===== src/hdl/tked_pkg.sv =====
// Types, constants and lookup functions of the terminal key decoder.
// Depends on nothing; the burst tracker, decoder, top level and checker import it.
package tked_pkg;

	localparam logic [7:0] ESC_BYTE   = 8'd27;
	localparam logic [7:0] CSI_BYTE   = 8'd91;
	localparam logic [7:0] TILDE_BYTE = 8'd126;
	localparam logic [7:0] SEMI_BYTE  = 8'd59;
	localparam logic [7:0] INTR_BYTE  = 8'd3;
	localparam logic [7:0] BKSP_BYTE  = 8'd8;
	localparam logic [7:0] CR_BYTE    = 8'd13;
	localparam logic [7:0] CTRL_BASE  = 8'd96;
	localparam logic [7:0] ARROW_BASE = 8'd65;
	localparam logic [7:0] DIGIT_ONE  = 8'd49;
	localparam logic [3:0] MAX_BURST  = 4'd7;
	localparam logic [3:0] BURST_SAT  = 4'd8;
	localparam int         STORE_DEPTH = 6;

	typedef enum logic [4:0] {
		KC_ENTER     = 5'd0,
		KC_BACKSPACE = 5'd1,
		KC_ESCAPE    = 5'd2,
		KC_PRINTABLE = 5'd3,
		KC_CONTROL   = 5'd4,
		KC_ALT       = 5'd5,
		KC_UP        = 5'd6,
		KC_DOWN      = 5'd7,
		KC_RIGHT     = 5'd8,
		KC_LEFT      = 5'd9,
		KC_HOME      = 5'd10,
		KC_INSERT    = 5'd11,
		KC_DELETE    = 5'd12,
		KC_END       = 5'd13,
		KC_PGUP      = 5'd14,
		KC_PGDN      = 5'd15,
		KC_FUNCTION  = 5'd16,
		KC_INTERRUPT = 5'd17,
		KC_ERROR     = 5'd18
	} key_code_t;

	typedef struct packed {
		key_code_t   key_code;
		logic [7:0]  key_char;
		logic [2:0]  modifier;
	} key_event_t;

	// Burst status as seen by the decoder for the byte at hand.
	typedef struct packed {
		logic                        collecting;
		logic [3:0]                  count_nxt;
		logic [STORE_DEPTH-1:0][7:0] bytes;
	} burst_view_t;

	// Function key number 1..12 from its two digits, 0 when unknown.
	// The short and long forms disagree on F11 and F12.
	function automatic logic [3:0] fn_num(input logic [7:0] a, input logic [7:0] b,
		input logic long_form);
		logic [3:0] f;
		f = 4'd0;
		if (a == 8'd49) begin
			unique case (b)
				8'd49: f = 4'd1;
				8'd50: f = 4'd2;
				8'd51: f = 4'd3;
				8'd52: f = 4'd4;
				8'd53: f = 4'd5;
				8'd55: f = 4'd6;
				8'd56: f = 4'd7;
				8'd57: f = 4'd8;
				default: f = 4'd0;
			endcase
		end else if (a == 8'd50) begin
			unique case (b)
				8'd48: f = 4'd9;
				8'd49: f = 4'd10;
				8'd51: f = long_form ? 4'd0 : 4'd11;
				8'd52: f = long_form ? 4'd11 : 4'd12;
				8'd53: f = long_form ? 4'd12 : 4'd0;
				default: f = 4'd0;
			endcase
		end
		return f;
	endfunction

endpackage


===== src/hdl/tked_if.sv =====
// Valid/ready channel interfaces for key bytes in and key events out.
// Depends on nothing.
interface tked_key_if;
	logic       valid;
	logic       ready;
	logic [7:0] key_byte;
	logic       burst_end;
	modport source (output valid, key_byte, burst_end, input ready);
	modport sink (input valid, key_byte, burst_end, output ready);
endinterface

interface tked_event_if;
	logic       valid;
	logic       ready;
	logic [4:0] key_code;
	logic [7:0] key_char;
	logic [2:0] modifier;
	modport source (output valid, key_code, key_char, modifier, input ready);
	modport sink (input valid, key_code, key_char, modifier, output ready);
endinterface


===== src/hdl/tked_burst_track.sv =====
// Escape burst state: collecting flag, byte count and stored burst bytes.
// Depends on tked_pkg.
module tked_burst_track (
	input  logic                  clk,
	input  logic                  arst_n,
	input  logic                  advance,
	input  logic [7:0]            key_byte,
	input  logic                  burst_end,
	output tked_pkg::burst_view_t view
);
	import tked_pkg::*;

	logic                        collecting_q;
	logic [3:0]                  count_q;
	logic [STORE_DEPTH-1:0][7:0] bytes_q;
	logic [3:0]                  count_inc;
	logic                        store_en;
	logic [2:0]                  store_idx;

	assign count_inc = (count_q < BURST_SAT) ? count_q + 4'd1 : count_q;
	assign store_en  = collecting_q && count_q >= 4'd1 && count_q <= 4'(STORE_DEPTH);
	assign store_idx = 3'(count_q - 4'd1);

	// The byte at hand is folded into the view so the final byte decodes at once.
	always_comb begin
		view.collecting = collecting_q;
		view.count_nxt  = count_inc;
		for (int i = 0; i < STORE_DEPTH; i++) begin
			view.bytes[i] = (store_en && store_idx == 3'(i)) ? key_byte : bytes_q[i];
		end
	end

	always_ff @(posedge clk or negedge arst_n) begin
		if (!arst_n) begin
			collecting_q <= 1'b0;
			count_q      <= 4'd0;
		end else if (advance) begin
			if (collecting_q) begin
				collecting_q <= !burst_end;
				count_q      <= burst_end ? 4'd0 : count_inc;
			end else if (key_byte == ESC_BYTE && !burst_end) begin
				collecting_q <= 1'b1;
				count_q      <= 4'd1;
			end
		end
	end

	always_ff @(posedge clk) begin
		if (advance && store_en) begin
			bytes_q[store_idx] <= key_byte;
		end
	end

endmodule


===== src/hdl/tked_decode.sv =====
// Combinational key decode of one byte, or of a whole burst at its end.
// Depends on tked_pkg.
module tked_decode (
	input  logic                  [7:0] key_byte,
	input  logic                        burst_end,
	input  tked_pkg::burst_view_t       view,
	output logic                        has_result,
	output tked_pkg::key_event_t        evt
);
	import tked_pkg::*;

	key_event_t  single_evt;
	key_event_t  burst_evt;
	logic        single_hit;
	logic [7:0]  b2, b3, b4, b5, b6, b7;
	logic [3:0]  n;
	logic [3:0]  f_short, f_long;
	logic [7:0]  offs;

	assign n  = view.count_nxt;
	assign b2 = view.bytes[0];
	assign b3 = view.bytes[1];
	assign b4 = view.bytes[2];
	assign b5 = view.bytes[3];
	assign b6 = view.bytes[4];
	assign b7 = view.bytes[5];
	assign f_short = fn_num(b3, b4, 1'b0);
	assign f_long  = fn_num(b3, b4, 1'b1);

	always_comb begin
		burst_evt.key_code = KC_ERROR;
		burst_evt.key_char = 8'd0;
		burst_evt.modifier = 3'd0;
		offs = 8'd0;
		if (n == 4'd2) begin
			burst_evt.key_code = KC_ALT;
			burst_evt.key_char = b2;
		end else if (n <= MAX_BURST && b2 == CSI_BYTE) begin
			if (n == 4'd3) begin
				if (b3 >= ARROW_BASE && b3 <= 8'd68) begin
					offs = b3 - ARROW_BASE;
					burst_evt.key_code = key_code_t'(5'(KC_UP) + offs[4:0]);
				end
			end else if (n == 4'd4) begin
				if (b4 == TILDE_BYTE && b3 >= DIGIT_ONE && b3 <= 8'd54) begin
					offs = b3 - DIGIT_ONE;
					burst_evt.key_code = key_code_t'(5'(KC_HOME) + offs[4:0]);
				end
			end else if (n == 4'd5) begin
				if (b5 == TILDE_BYTE && f_short != 4'd0) begin
					burst_evt.key_code = KC_FUNCTION;
					burst_evt.key_char = {4'd0, f_short};
				end
			end else if (n == 4'd7) begin
				if (b7 == TILDE_BYTE && f_long != 4'd0 && b5 == SEMI_BYTE &&
					b6 >= 8'd50 && b6 <= 8'd54) begin
					offs = b6 - DIGIT_ONE;
					burst_evt.key_code = KC_FUNCTION;
					burst_evt.key_char = {4'd0, f_long};
					burst_evt.modifier = offs[2:0];
				end
			end
		end
	end

	always_comb begin
		single_hit          = 1'b1;
		single_evt.key_code = KC_ERROR;
		single_evt.key_char = 8'd0;
		single_evt.modifier = 3'd0;
		priority if (key_byte == INTR_BYTE) begin
			single_evt.key_code = KC_INTERRUPT;
		end else if (key_byte == BKSP_BYTE) begin
			single_evt.key_code = KC_BACKSPACE;
		end else if (key_byte == CR_BYTE) begin
			single_evt.key_code = KC_ENTER;
		end else if (key_byte >= 8'd32 && key_byte <= TILDE_BYTE) begin
			single_evt.key_code = KC_PRINTABLE;
			single_evt.key_char = key_byte;
		end else if (key_byte >= 8'd1 && key_byte <= 8'd26) begin
			single_evt.key_code = KC_CONTROL;
			single_evt.key_char = CTRL_BASE + key_byte;
		end else if (key_byte == ESC_BYTE) begin
			single_evt.key_code = KC_ESCAPE;
			single_hit          = burst_end;
		end else begin
			single_hit = 1'b0;
		end
	end

	assign has_result = view.collecting ? burst_end : single_hit;
	assign evt        = view.collecting ? burst_evt : single_evt;

endmodule


===== src/hdl/terminal_key_escape_decoder_unit.sv =====
// Terminal key escape decoder: raw keyboard bytes in, decoded key events out.
// An accepted byte passes the input register and then the result register to its event.
// Throughput: one byte per cycle; the input register holds one byte while an event
// waits downstream. Bytes that give no event pass through without a result.
// Reset (arst_n low, asynchronous) clears valids and the burst state; stored burst
// bytes are not reset. Depends on tked_pkg, tked_if, tked_burst_track and tked_decode.
module terminal_key_escape_decoder_unit (
	input logic           clk,
	input logic           arst_n,
	tked_key_if.sink      key_in,
	tked_event_if.source  key_out
);
	import tked_pkg::*;

	// Input stage: one request from the keyboard side.
	logic       valid_s1;
	logic [7:0] key_byte_s1;
	logic       burst_end_s1;

	// Result register toward the consumer.
	logic       out_valid_q;
	key_event_t evt_q;

	logic        advance;
	logic        has_result;
	key_event_t  evt;
	burst_view_t view;

	// The input stage moves on when the result register is free or being
	// drained this cycle. Every byte waits for that, whether or not it gives
	// an event, so a waiting event is never overwritten.
	assign advance      = valid_s1 && (!out_valid_q || key_out.ready);
	assign key_in.ready = !valid_s1 || advance;

	always_ff @(posedge clk or negedge arst_n) begin
		if (!arst_n) begin
			valid_s1 <= 1'b0;
		end else if (key_in.ready) begin
			valid_s1 <= key_in.valid;
		end
	end

	always_ff @(posedge clk) begin
		if (key_in.valid && key_in.ready) begin
			key_byte_s1  <= key_in.key_byte;
			burst_end_s1 <= key_in.burst_end;
		end
	end

	// Burst state advances once per byte leaving the input stage.
	tked_burst_track u_track (
		.clk       (clk),
		.arst_n    (arst_n),
		.advance   (advance),
		.key_byte  (key_byte_s1),
		.burst_end (burst_end_s1),
		.view      (view)
	);

	// Single-byte classification or full burst decode, all in this cycle.
	tked_decode u_decode (
		.key_byte   (key_byte_s1),
		.burst_end  (burst_end_s1),
		.view       (view),
		.has_result (has_result),
		.evt        (evt)
	);

	always_ff @(posedge clk or negedge arst_n) begin
		if (!arst_n) begin
			out_valid_q <= 1'b0;
		end else if (advance) begin
			out_valid_q <= has_result;
		end else if (key_out.ready) begin
			out_valid_q <= 1'b0;
		end
	end

	always_ff @(posedge clk) begin
		if (advance && has_result) begin
			evt_q <= evt;
		end
	end

	assign key_out.valid    = out_valid_q;
	assign key_out.key_code = 5'(evt_q.key_code);
	assign key_out.key_char = evt_q.key_char;
	assign key_out.modifier = evt_q.modifier;

endmodule


===== src/flat_wrapper.sv =====
// flat-port wrapper written by rule: the top's interface ports become plain ports
module terminal_key_escape_decoder_unit_flat import tked_pkg::*;
  (clk, arst_n, key_in_valid, key_in_key_byte, key_in_burst_end, key_in_ready, key_out_valid, key_out_key_code, key_out_key_char, key_out_modifier, key_out_ready);
  tked_key_if key_in_i ();
  tked_event_if key_out_i ();
  input logic clk;
  input logic arst_n;
  input wire logic [$bits(key_in_i.valid)-1:0] key_in_valid;
  input wire logic [$bits(key_in_i.key_byte)-1:0] key_in_key_byte;
  input wire logic [$bits(key_in_i.burst_end)-1:0] key_in_burst_end;
  output wire logic [$bits(key_in_i.ready)-1:0] key_in_ready;
  output wire logic [$bits(key_out_i.valid)-1:0] key_out_valid;
  output wire logic [$bits(key_out_i.key_code)-1:0] key_out_key_code;
  output wire logic [$bits(key_out_i.key_char)-1:0] key_out_key_char;
  output wire logic [$bits(key_out_i.modifier)-1:0] key_out_modifier;
  input wire logic [$bits(key_out_i.ready)-1:0] key_out_ready;
  assign key_in_i.valid = key_in_valid;
  assign key_in_i.key_byte = key_in_key_byte;
  assign key_in_i.burst_end = key_in_burst_end;
  assign key_in_ready = key_in_i.ready;
  assign key_out_valid = key_out_i.valid;
  assign key_out_key_code = key_out_i.key_code;
  assign key_out_key_char = key_out_i.key_char;
  assign key_out_modifier = key_out_i.modifier;
  assign key_out_i.ready = key_out_ready;
  terminal_key_escape_decoder_unit u_core (.clk(clk), .arst_n(arst_n), .key_in(key_in_i), .key_out(key_out_i));
endmodule

===== config.mk =====
export PLATFORM = sky130hd
export DESIGN_NAME = terminal_key_escape_decoder_unit_flat
export DESIGN_NICKNAME = d
export VERILOG_FILES = /design/src/hdl/tked_pkg.sv /design/src/hdl/tked_if.sv /design/src/hdl/tked_burst_track.sv /design/src/hdl/tked_decode.sv /design/src/hdl/terminal_key_escape_decoder_unit.sv /design/src/flat_wrapper.sv
export SDC_FILE = /design/constraint.sdc
export NUM_CORES = 1
export LEC_CHECK = 0
export BUFFER_PORTS_ARGS = -buffer_cell sky130_fd_sc_hd__buf_2
export CAP_MARGIN = 20
export CORE_MARGIN = 10
export CORE_UTILIZATION = 30
export DETAILED_ROUTE_END_ITERATION = 10
export SLEW_MARGIN = 20
export SYNTH_ARGS = -nofsm -noshare
export SYNTH_HDL_FRONTEND = slang
export SYNTH_SLANG_ARGS = --single-unit

===== constraint.sdc =====
create_clock -name clk -period 5.2 [get_ports clk]
set_input_delay 1.3 -clock clk [delete_from_list [all_inputs] [get_ports clk]]
set_output_delay 1.3 -clock clk [all_outputs]
set_load 0.02 [all_outputs]

* Yosys cells after proc, flatten, opt, wreduce, memory -nomap -nowiden
Cells that the tools add are included.
Operators by class: bitwise gates (word level) 4, div/mod/pow operators 0, multiplexer cells 56, eq/ne operators 30, multipliers 0, order comparisons 16, shift operators 0, add/sub/neg operators 8, reductions and logical operators 37
Operators by type and width (count):
- 8-bit by 6-bit equality test with 1-bit output (second input constant) | 12
- 8-bit two-way mux | 11
- 13-bit two-way mux | 4
- 48-bit bitwise mux | 1
- 5-bit two-way mux | 9
- 8-bit by 7-bit equality test with 1-bit output (second input constant) | 4
- 16-bit two-way mux | 2
- 4-bit two-way mux | 8
- 4-bit one-hot mux with 4 select lines | 2
- 4-bit one-hot mux with 8 select lines | 1
- 1-bit logical AND | 25
- 8-bit demux with 3-bit select | 1
- 8-bit by 6-bit greater-or-equal comparator with 1-bit output (second input constant) | 3
- 11-bit two-way mux | 2
- 10-bit two-way mux | 2
- 8-bit by 4-bit equality test with 1-bit output (second input constant) | 2
- 8-bit by 6-bit <= comparator with 1-bit output (second input constant) | 2
- 8-bit by 7-bit <= comparator with 1-bit output (second input constant) | 2
- 4-bit by 3-bit equality test with 1-bit output (second input constant) | 3
- 1-bit two-way mux | 11
- 7-bit by 8-bit adder with 8-bit output (first input constant) | 1
- 4-bit by 2-bit equality test with 1-bit output (second input constant) | 2
- 8-bit by 2-bit equality test with 1-bit output (second input constant) | 1
- 8-bit by 5-bit equality test with 1-bit output (second input constant) | 1
- 26 further kinds | 39
Word-level totals: bits in latches 0, output and inout bits 18, memory bits (read-only) 0, register bits 80, memories 0, word-level logic and storage cells 166, RAM bits 0, input port bits 13

* Longest topological paths before layout
Gate-level depths: netlist of run 1.
depth in word-level cells 22, depth in mapped cells 17, mapped depth without buffers 16

* Cells and area by module
A second synthesis of run 1 with hierarchy kept.
Second synthesis, totals: cells, all modules 422, area total of the unflattened synthesis 5009.8 um2
By module, submodules not included:
- tked_burst_track | area each 2605.0 um2, cells an instance 160, times used 1, sequential area each 1566.5 um2
- tked_decode | area each 1545.2 um2, cells an instance 227, times used 1, sequential area each 0.0 um2
- terminal_key_escape_decoder_unit | area each 859.6 um2, cells an instance 35, times used 1, sequential area each 800.8 um2

* Least setup slack after synthesis of run 1
OpenSTA, ideal clock, no wires.
path type reg2reg, start reg u_core.u_track.count_q[1], end reg u_core.evt_q (netlist bit u_core.key_out.key_code[1]), data pin, path slack 1555 ps, stages on the path, launching flop included 16, library setup time 272 ps, data required time 4928 ps, period minus slack after synthesis 3645 ps, buffers on the path 1, arrival time 3373 ps, cells stage by stage dfrtp_1 inv_1 ha_1 buf_2 xnor2_1 nand2_1 a21oi_1 ha_1 nand2b_1 o21ai_0 or4b_1 a221o_1 o211ai_1 nand2_1 a311oi_1 o211ai_1
RTL lines:
- start, declared | line tked_burst_track.sv:14 | logic [3:0] count_q;
- start signal, assigned | line tked_burst_track.sv:40 | count_q <= burst_end ? 4'd0 : count_inc;
- end signal, assigned | line terminal_key_escape_decoder_unit.sv:81 | evt_q <= evt;
- end, declared | line terminal_key_escape_decoder_unit.sv:22 | key_event_t evt_q;

==> flow_summary.toml, run 1 <==
[run_status]
status = "completed"

[sta]
skew_ns = 0.007964
fin_ws_ns = 0.6622
setup_viol = 0
clock.fmax_mhz = 220.4
slew_violations = 0
final_hold_viol_count = 0
tightest_slew_ns = 0.8842
min_period_over_period_pct = 87.27
rsz0062_at_grt = "no"
fin_crit_ns = 4.538
finalSetupTns_ns = 0
maxSlewHeadroom_pct = 40.84

[power]
power.net_switching_uw = 428.0
p_comb_share_pct = 15.0
ir_drop_mv = 0.1438
p_int_uw = 1135
leakage_uw = 0.001995
p_per_area_mw_per_mm2 = 275.6
finalPower_uw = 1563
pwr-share-clk_pct = 37.0
seqPwrFrac_pct = 48.1
switching_share_pct = 27.38

[synthesis]
ys_types = 70
synth-edff-count = 73
synth.avg_cell_area_um2 = 9.864
netlist_area_mm2 = 0.004991
yosysWarnings = 0
synthCells = 506
yosys_most_used_dff = "edfxtp_1"
ys_ff_latch = 80
synth_nets = 534
ys_seq_area_share_pct = 47.43
async_flop_share_pct = 8.750

[clocking]
cts_root_buf = "clkbuf_16"
clk_pin_slew_ns = 0.06
cts_buffers = 9
postCtsResizedCells = 0
clock-sinks = 80
cts_setup_buffers = 0
cts_hold_buf = 0
clock_latency_ns = 0.35
clk_path_buf_depth = 2
cts_tree = "done"
htree_levels = 3

[route]
drt_iter0_markers = 420
routed_wl_mm = 14.84
wl_per_cell_um = 19.63
vias_per_cell = 5.620
via_count = 4249
drc = 0
postRouteAntennaNets = 0
dr.pass1.iters = 5

[global_route]
busiest_layer = "met2"
gr-usage-met2_pct = 20.91
grt_max_degree = 25
grt_util_met3_pct = 2.822
grt_pass1_wl_mm = 23.28
grt_remaining_overflow = 0
antenna_found_initial = 0
met1_usage_pct = 17.77
grt_pass1_vias = 4126
grt_use_total_pct = 13.42

[finish]
regArea_mm2 = 0.002367
areaGrowthSynthToFinish_pct = 13.61
final.fill_count = 1694
multi_input_area_mm2 = 0.002451
drive_gt1_share_pct = 12.31
antenna_cells = 0
nNetsFinal = 559

[setup_path]
crit_fanout = 14
reg2reg_slack_ns = 0.66
slowest_stage = "dfrtp_1"
crit_chain = "inv_1 -> ha_1 -> xnor2_1 -> nand2_1 -> a21oi_1 -> ha_1 -> nand2b_1 -> o21ai_0 -> or4b_1 -> a221o_1 -> o211ai_1 -> nand2_1 -> a311oi_1 -> o211ai_1"
worst-setup-path-type = "flip-flop to flip-flop"
crit_family = "compound AO/OA/AOI/OAI gates"
critPathBufInv = 1
max_stage_delay_ns = 0.61
end_kind = "flip-flop"
crit_path_start_kind = "flip-flop"
cp.required_ns = 5.28
critPathArrivalTime_ns = 4.62

[placement]
dp_slack_ns = 0.7908
dp_hpwl_mm = 10.91
placement.io_buffers = 30
gp_congestion = 0.8984

[floorplanning]
row_count = 47
die_y_um = 149.0
die-area_mm2 = 0.02220
io_pins = 31
core-area_mm2 = 0.01647
die_width_um = 149.0
start_util_pct = 30.31

[hold_path]
hold_class = "flip-flop to flip-flop"

[job]
drv_cap = 0
## cell usage after synthesis (all sizes together), types with 9 or more instances
master | n | area share (%)
inv | 17 | 1.3
ha | 15 | 3.8
nand3 | 19 | 1.9
nor3 | 14 | 1.5
clkbuf | 21 | 1.6
edfxtp | 73 | 44
mux2i | 10 | 2.0
a21oi | 33 | 3.3
and3 | 9 | 1.1
o21ai | 28 | 2.9
nand2b | 12 | 1.5
nand2 | 32 | 2.4
nor2 | 48 | 3.6
## area by class of cell
class	instances	share of cell area [%]
multi-input combinational	380	43.23
sequential	80	41.75
tap	220	4.854
clock buffer	13	4.413
timing repair buffer	42	4.237
inverter	18	1.192
clock inverter	3	0.3310
## state kept, by name, summed over array words and instances (netlist names)
signal	count
u_core.burst_end_s1	1
u_core.u_track.count_q	4
u_core.key_out.valid	1
u_core.key_out.modifier	3
u_core.u_track.collecting_q	1
u_core.u_track.bytes_q	48
u_core.key_out.key_code	5
u_core.valid_s1	1
u_core.key_byte_s1	8
u_core.key_out.key_char	8
## worst paths after layout
kind	startpoint	end	depth (start not counted)
max reg2reg	u_core.u_track.count_q[0]	u_core.key_out.key_code[1]	14
min reg2reg	u_core.u_track.bytes_q[4]	u_core.key_out.key_char[4]	1
max	u_core.u_track.count_q[0]	u_core.key_out.key_code[1]	14
min	u_core.u_track.bytes_q[4]	u_core.key_out.key_char[4]	1
min in group asynchronous	arst_n	u_core.valid_s1	1
max in group asynchronous	arst_n	u_core.u_track.count_q[1]	1
## power groups by stage
stage          Combinational [uW]  Sequential, uW  Clock [uW]
2_1_floorplan                 135             777           0
3_3_place_gp                  231             763           0
3_5_place_dp                  231             764           0
4_1_cts                       231             751         593
5_1_grt                       256             753         623
6_report                      234             751         578
## cells in the final DEF (no fill, tap or decap), types with 8 or more instances in the layout
cell and n:
edfxtp_1 73, nor2_1 48, a21oi_1 33, nand2_1 32, buf_2 30, nand3_1 19
inv_1 17, o21ai_0 16, ha_1 15, nand2b_1 12, buf_4 12, o21ai_1 11
nor3_1 11, mux2i_1 10, and3_1 9, clkbuf_16 9, nor2b_1 8, or3_1 8
nand4_1 8, nor4_1 8
## through the flow
step | hold slack [ns] | util (%) | instance area (um2) | cells
5_1_grt | 0.5979 | 34.44 | 5670 | 756
3_5_place_dp | 0.5676 | 32.74 | 5391 | 740
6_report | 0.5807 | 34.44 | 5670 | 756
3_3_place_gp | 0.5563 | 32.74 | 5391 | 740
2_1_floorplan | 0.5103 | - | 4991 | 506
4_1_cts | 0.5851 | 34.38 | 5660 | 756
## kinds of logic (layout without fill, tap and decap cells)
group	Yosys count	count (layout)	synth area share [%]
adder cells (fa/ha/maj)	15	15	3.760
XOR/XNOR	9	9	1.579
multiplexers	12	12	2.457
flip-flops	80	80	47.43
AO/OA/AOI/OAI	138	138	18.48
AND/OR/NAND/NOR	206	206	22.64
buffers and inverters	46	76	3.660
## worst register-to-register path: cells and delay by family, from the launching register on
kind | cells | cell delay [ns]
fa+ha+maj | 2 | 0.71
buf+inv | 1 | 0.23
simple gates | 4 | 1.05
xor+xnor | 1 | 0.30
flops | 1 | 0.61
compound gates | 6 | 1.37
## metal layers
layer	vias up	share of wire, %
met5	-	0
met4	0	2.3
met3	22	5.6
met2	165	46
met1	2078	46
li1	1984	-
No activity file was read; power rests on OpenSTA's default activity.
==> inputs of run 2 (changes only) <==
--- a/config.mk
+++ b/config.mk
@@ -8,7 +8,7 @@
 export BUFFER_PORTS_ARGS = -buffer_cell sky130_fd_sc_hd__buf_2
 export CAP_MARGIN = 20
 export CORE_MARGIN = 10
-export CORE_UTILIZATION = 30
+export CORE_UTILIZATION = 29
 export DETAILED_ROUTE_END_ITERATION = 10
 export SLEW_MARGIN = 20
 export SYNTH_ARGS = -nofsm -noshare
==> flow_summary.toml, run 2 (synthesis results as in run 1) <==
[run_status]
status = "completed"

[finish]
mostFrequentLayoutCells = "edfxtp_1, nor2_1, a21oi_1"
final_common_cell = "edfxtp_1"
stdcell_area_mm2 = 0.005703
largest_reg_flops = 48
final.fill_count = 1734
areaGrowthSynthToFinish_pct = 14.26
drive_gt1_share_pct = 11.96
nNetsFinal = 558
antenna_cells = 0
regMostFlops = "u_core.u_track.bytes_q"

[setup_path]
critPathBufInv = 1
slowest_stage = "dfrtp_1"
max_stage_delay_ns = 0.63
critPathArrivalTime_ns = 4.63
crit_chain = "inv_1 -> ha_1 -> xnor2_1 -> nand2_1 -> a21oi_1 -> ha_1 -> nand2b_1 -> o21ai_0 -> or4b_1 -> a221o_1 -> o211ai_1 -> nand2_1 -> a311oi_1 -> o211ai_1"
cp.required_ns = 5.27
worst-setup-path-type = "flip-flop to flip-flop"
end_kind = "flip-flop"
crit_family = "compound AO/OA/AOI/OAI gates"
crit_fanout = 14
crit_path_start_kind = "flip-flop"

[floorplanning]
die_width_um = 151.2
die-area_mm2 = 0.02286
start_util_pct = 29.88
io_pins = 31
row_count = 47
core-area_mm2 = 0.01670
die_y_um = 151.2

[clocking]
clock-sinks = 80
htree_levels = 3
cts_tree = "done"
cts_hold_buf = 0
postCtsResizedCells = 0
clk_pin_slew_ns = 0.06
cts_buffers = 9
clock_latency_ns = 0.35
clk_path_buf_depth = 2
cts_setup_buffers = 0
cts_root_buf = "clkbuf_16"

[power]
p_per_area_mw_per_mm2 = 287.4
ir_drop_mv = 0.1770
leakage_uw = 0.002005

[global_route]
grt_max_degree = 29
grt_pass1_vias = 4096
antenna_found_initial = 0
grt_use_total_pct = 12.95
grt_pass1_wl_mm = 22.89
grt_remaining_overflow = 0

[route]
top_layer_used = "met4"
postRouteAntennaNets = 0
dr_wl_met3_um = 989
drt_iter0_markers = 482
via_count = 4195
wl_met2_mm = 6.483
wl_met1_mm = 6.751
wl_per_cell_um = 19.26
vias_per_cell = 5.556
drc = 0
dr.pass1.iters = 8
routed_wl_mm = 14.54

[job]
drv_cap = 0

[placement]
placement.io_buffers = 30
postPlaceCellArea_mm2 = 0.005384
dp_slack_ns = 0.7693
dp_hpwl_mm = 10.55
gp_congestion = 0.9493

[sta]
rsz0062_at_grt = "no"
fin_crit_ns = 4.560
clock.fmax_mhz = 219.3
setup_viol = 0
min_period_over_period_pct = 87.69
maxSlewHeadroom_pct = 40.42
skew_ns = 0.009792
finalSetupTns_ns = 0
tightest_slew_ns = 0.8936
final_hold_viol_count = 0
fin_ws_ns = 0.6399
slew_violations = 0

[hold_path]
hold_class = "flip-flop to flip-flop"
[run 2: final timing paths]
check,start,to,slack [ns],cells after the start
worst max-delay path,u_core.u_track.count_q[0],u_core.key_out.key_code[1],0.64,14
worst max register to register,u_core.u_track.count_q[0],u_core.key_out.key_code[1],0.64,14
worst min-delay path,u_core.key_byte_s1[3],u_core.u_track.bytes_q[11],0.45,0
min in group asynchronous,arst_n,u_core.u_track.count_q[0],0.77,1
worst min register to register,u_core.key_byte_s1[3],u_core.u_track.bytes_q[11],0.45,0
max in group asynchronous,arst_n,u_core.u_track.count_q[1],4.27,1
[run 2: where the power goes]
| group | leakage (uW) | internal, uW | total, uW | switching, uW |
|---|---|---|---|---|
| logic | 0.00110 | 67.7 | 233 | 165 |
| clock network | 0.000148 | 421 | 653 | 231 |
| registers | 0.000755 | 731 | 753 | 22.5 |
| total | 0.00201 | 1220 | 1640 | 419 |
[run 2: final cells by class]
type,instances,area (um2),share of cell area (%)
Clock buffer,13,240.2,4.212
Clock inverter,3,68.82,1.207
Inverter,18,67.56,1.185
Multi-Input combinational cell,380,2451,42.98
Sequential cell,80,2367,41.51
Tap cell,220,275.3,4.827
Timing Repair Buffer,41,232.7,4.081
[run 2: metal layers]
metal	vias to the layer above	global-route usage, %
met5	-	0
met4	0	4.331
met3	26	3.013
met2	165	20.08
met1	2016	17.35
li1	1988	-
[run 2: through the flow]
| step | hold slack [ns] | util, % | total power (uW) | instances |
|---|---|---|---|---|
| after CTS | 0.4550 | 34.09 | 1650 | 755 |
| final | 0.4511 | 34.15 | 1639 | 755 |
| after global routing | 0.4755 | 34.15 | 1713 | 755 |
| after detailed placement | 0.4412 | 32.24 | 994.1 | 739 |
| after floorplan | 0.5103 | - | 912.7 | 506 |
| after global placement | 0.4385 | 32.24 | 990.5 | 739 |
==> inputs of run 3 (changes only) <==
--- a/config.mk
+++ b/config.mk
@@ -5,6 +5,7 @@
 export SDC_FILE = /design/constraint.sdc
 export NUM_CORES = 1
 export LEC_CHECK = 0
+export ABC_AREA = 1
 export BUFFER_PORTS_ARGS = -buffer_cell sky130_fd_sc_hd__buf_2
 export CAP_MARGIN = 20
 export CORE_MARGIN = 10
@@ -13,4 +14,5 @@
 export SLEW_MARGIN = 20
 export SYNTH_ARGS = -nofsm -noshare
 export SYNTH_HDL_FRONTEND = slang
+export SYNTH_HIERARCHICAL = 1
 export SYNTH_SLANG_ARGS = --single-unit
==> flow_summary.toml, run 3 <==
[setup_path]
crit_family = "simple AND/OR/NAND/NOR gates"
crit_chain = "inv_1 -> ha_1 -> ha_1 -> nor2_2 -> nand4_1 -> nand2_1 -> nand2_1 -> inv_1 -> ha_1 -> nand2_2 -> nor2_8 -> o31ai_1 -> nand2_1 -> nand2_2 -> o21bai_4 -> o21ai_1 -> nand2_1 -> nand2_1"
path_common_cell = "nand2_1"
critPathBufInv = 2
r2r-end = "u_core/key_out.key_char[3]"
crit_fanout = 9
r2r_start = "u_core/u_track/count_q[0]"
cp.required_ns = 5.29
crit_path_start_kind = "flip-flop"
end_kind = "flip-flop"
slowest_stage = "dfrtp_1"
reg2reg_slack_ns = 1.25
max_stage_delay_ns = 0.48
r2r_cells = 18
worst-setup-path-type = "flip-flop to flip-flop"
critPathArrivalTime_ns = 4.04

[clocking]
postCtsResizedCells = 0
clock_latency_ns = 0.34
clk_path_buf_depth = 2
cts_setup_buffers = 0
cts_root_buf = "clkbuf_16"
cts_buffers = 9
cts_hold_buf = 0
clock-sinks = 80
cts_tree = "done"
htree_levels = 3
clk_pin_slew_ns = 0.06

[floorplanning]
row_count = 48
die-area_mm2 = 0.02339
io_pins = 31
die_y_um = 153.0
core-area_mm2 = 0.01730
die_width_um = 153.0
start_util_pct = 29.64

[finish]
final_core_utilization_pct = 33.60
final_common_cell = "nand2_1"
stdcell_count = 895
antenna_cells = 0
multi_input_area_mm2 = 0.002380
largest_reg_flops = 48
final.fill_count = 1817
regMostFlops = "u_core/u_track/bytes_q"
areaGrowthSynthToFinish_pct = 13.38
regArea_mm2 = 0.002367
nNetsFinal = 695
stdcell_area_mm2 = 0.005812
drive_gt1_share_pct = 11.79
mostFrequentLayoutCells = "nand2_1, edfxtp_1, inv_1"

[sta]
fin_crit_ns = 3.949
final_hold_viol_count = 0
skew_ns = 0.004597
min_period_over_period_pct = 75.95
slew_violations = 0
tightest_slew_ns = 0.7913
finalSetupTns_ns = 0
setup_viol = 0
maxSlewHeadroom_pct = 47.25
fin_ws_ns = 1.251
rsz0062_at_grt = "no"
clock.fmax_mhz = 253.2

[synthesis]
synthCells = 634
synth.top_cell.area_share_pct = 42.76
yosys_most_used_dff = "edfxtp_1"
yosys.area_share.simple_pct = 36.00
synth_nets = 664
netlist_area_mm2 = 0.005126
yosysWarnings = 6
synth-edff-count = 73
ys_types = 36
synth.avg_cell_area_um2 = 8.085
yosys.cell_count.top_type = "nand2_1"
ys_ff_latch = 80
async_flop_share_pct = 8.750
synth_top_family_by_area = "simple AND/OR/NAND/NOR gates"
synth.area.mux_share_pct = 0
yosys-top-cells-count = "nand2_1, edfxtp_1, inv_1, nand4_1, nor2_1"
ys_seq_area_share_pct = 46.18
synth_area_leaders = "edfxtp_1, nand2_1, nand4_1"
synthXorXnorAreaFrac_pct = 0.6834
synth_adder_area_share_pct = 4.149
yosys.area.top_type = "edfxtp_1"
synth_compound_area_share_pct = 5.443

[global_route]
grt_pass1_wl_mm = 21.19
grt_max_degree = 50
antenna_found_initial = 0
grt_use_total_pct = 10.86
grt_pass1_vias = 4141
grt_remaining_overflow = 0

[hold_path]
hold_class = "flip-flop to flip-flop"
min_path_cells = 2
hold_end = "u_core/u_track/count_q[3]"
hold_start = "u_core/u_track/count_q[3]"

[power]
leakage_uw = 0.002490
ir_drop_mv = 0.2206
p_per_area_mw_per_mm2 = 262.7

[placement]
placedCellCount = 878
dp_slack_ns = 1.329
dp_hpwl_mm = 9.103
gp_congestion = 0.8854
placement.io_buffers = 30
postPlaceCellArea_mm2 = 0.005490

[route]
dr.pass1.iters = 5
drt_iter0_markers = 300
vias_per_cell = 4.916
via_count = 4400
routed_wl_mm = 12.92
wl_per_cell_um = 14.44
postRouteAntennaNets = 0
drc = 0

[job]
drv_cap = 0

[run_status]
status = "completed"
-- run 3: final cells by class --
class,instances,share of cell area [%]
Clock inverter,7,1.184
Sequential cell,80,40.73
Multi-Input combinational cell,464,40.95
Timing Repair Buffer,35,3.574
Tap cell,225,4.844
Clock buffer,9,3.875
Inverter,75,4.844
-- run 3: metrics by stage --
stage / hold slack (ns) / power, uW
after global routing: 0.5977 / 1596
final: 0.5726 / 1527
after detailed placement: 0.5501 / 913.4
after CTS: 0.5639 / 1543
after floorplan: 0.5079 / 853.9
after global placement: 0.5452 / 912.3
-- run 3: how the worst max path moves through the flow --
stage | endpoint | cells past startpoint | startpoint
2_1_floorplan | u_core/key_out.key_char[1] | 19 | u_core/u_track/count_q[0]
3_3_place_gp | u_core/key_out.key_char[1] | 18 | u_core/u_track/count_q[0]
3_5_place_dp | u_core/key_out.key_char[3] | 18 | u_core/u_track/count_q[0]
4_1_cts | u_core/key_out.key_char[3] | 18 | u_core/u_track/count_q[0]
5_1_grt | u_core/key_out.key_code[1] | 17 | u_core/u_track/count_q[0]
6_report | u_core/key_out.key_char[3] | 18 | u_core/u_track/count_q[0]
-- run 3: kinds of logic (layout without fill, tap and decap cells) --
| kind of cell | count (synthesis) | in the layout |
|---|---|---|
| and+or+nand+nor | 396 | 396 |
| xor gates and xnor gates | 4 | 4 |
| buffers and inverters | 90 | 126 |
| AOI/OAI and AO/OA | 47 | 47 |
| adders and majority gates | 17 | 17 |
| DFF | 80 | 80 |
-- run 3: power breakdown --
group          internal (uW)  switching [uW]
Combinational           40.3             106
Sequential               726            27.1
Clock                    372             255
-- run 3: metal layers --
metal	vias to the layer above	GRT usage [%]	routed length [um]
li1	2238	-	-
met1	2015	15.17	6417
met2	127	16.20	5618
met3	20	2.469	659
met4	0	3.361	226
met5	-	0	0
-- run 3: worst register-to-register path, cell delays in order, from the launching register on --
cell	delay (ns)
dfrtp_1	0.48
inv_1	0.18
ha_1	0.25
ha_1	0.41
nor2_2	0.37
nand4_1	0.34
nand2_1	0.17
nand2_1	0.14
inv_1	0.14
ha_1	0.20
nand2_2	0.10
nor2_8	0.18
o31ai_1	0.16
nand2_1	0.11
nand2_2	0.06
o21bai_4	0.21
o21ai_1	0.09
nand2_1	0.06
nand2_1	0.06
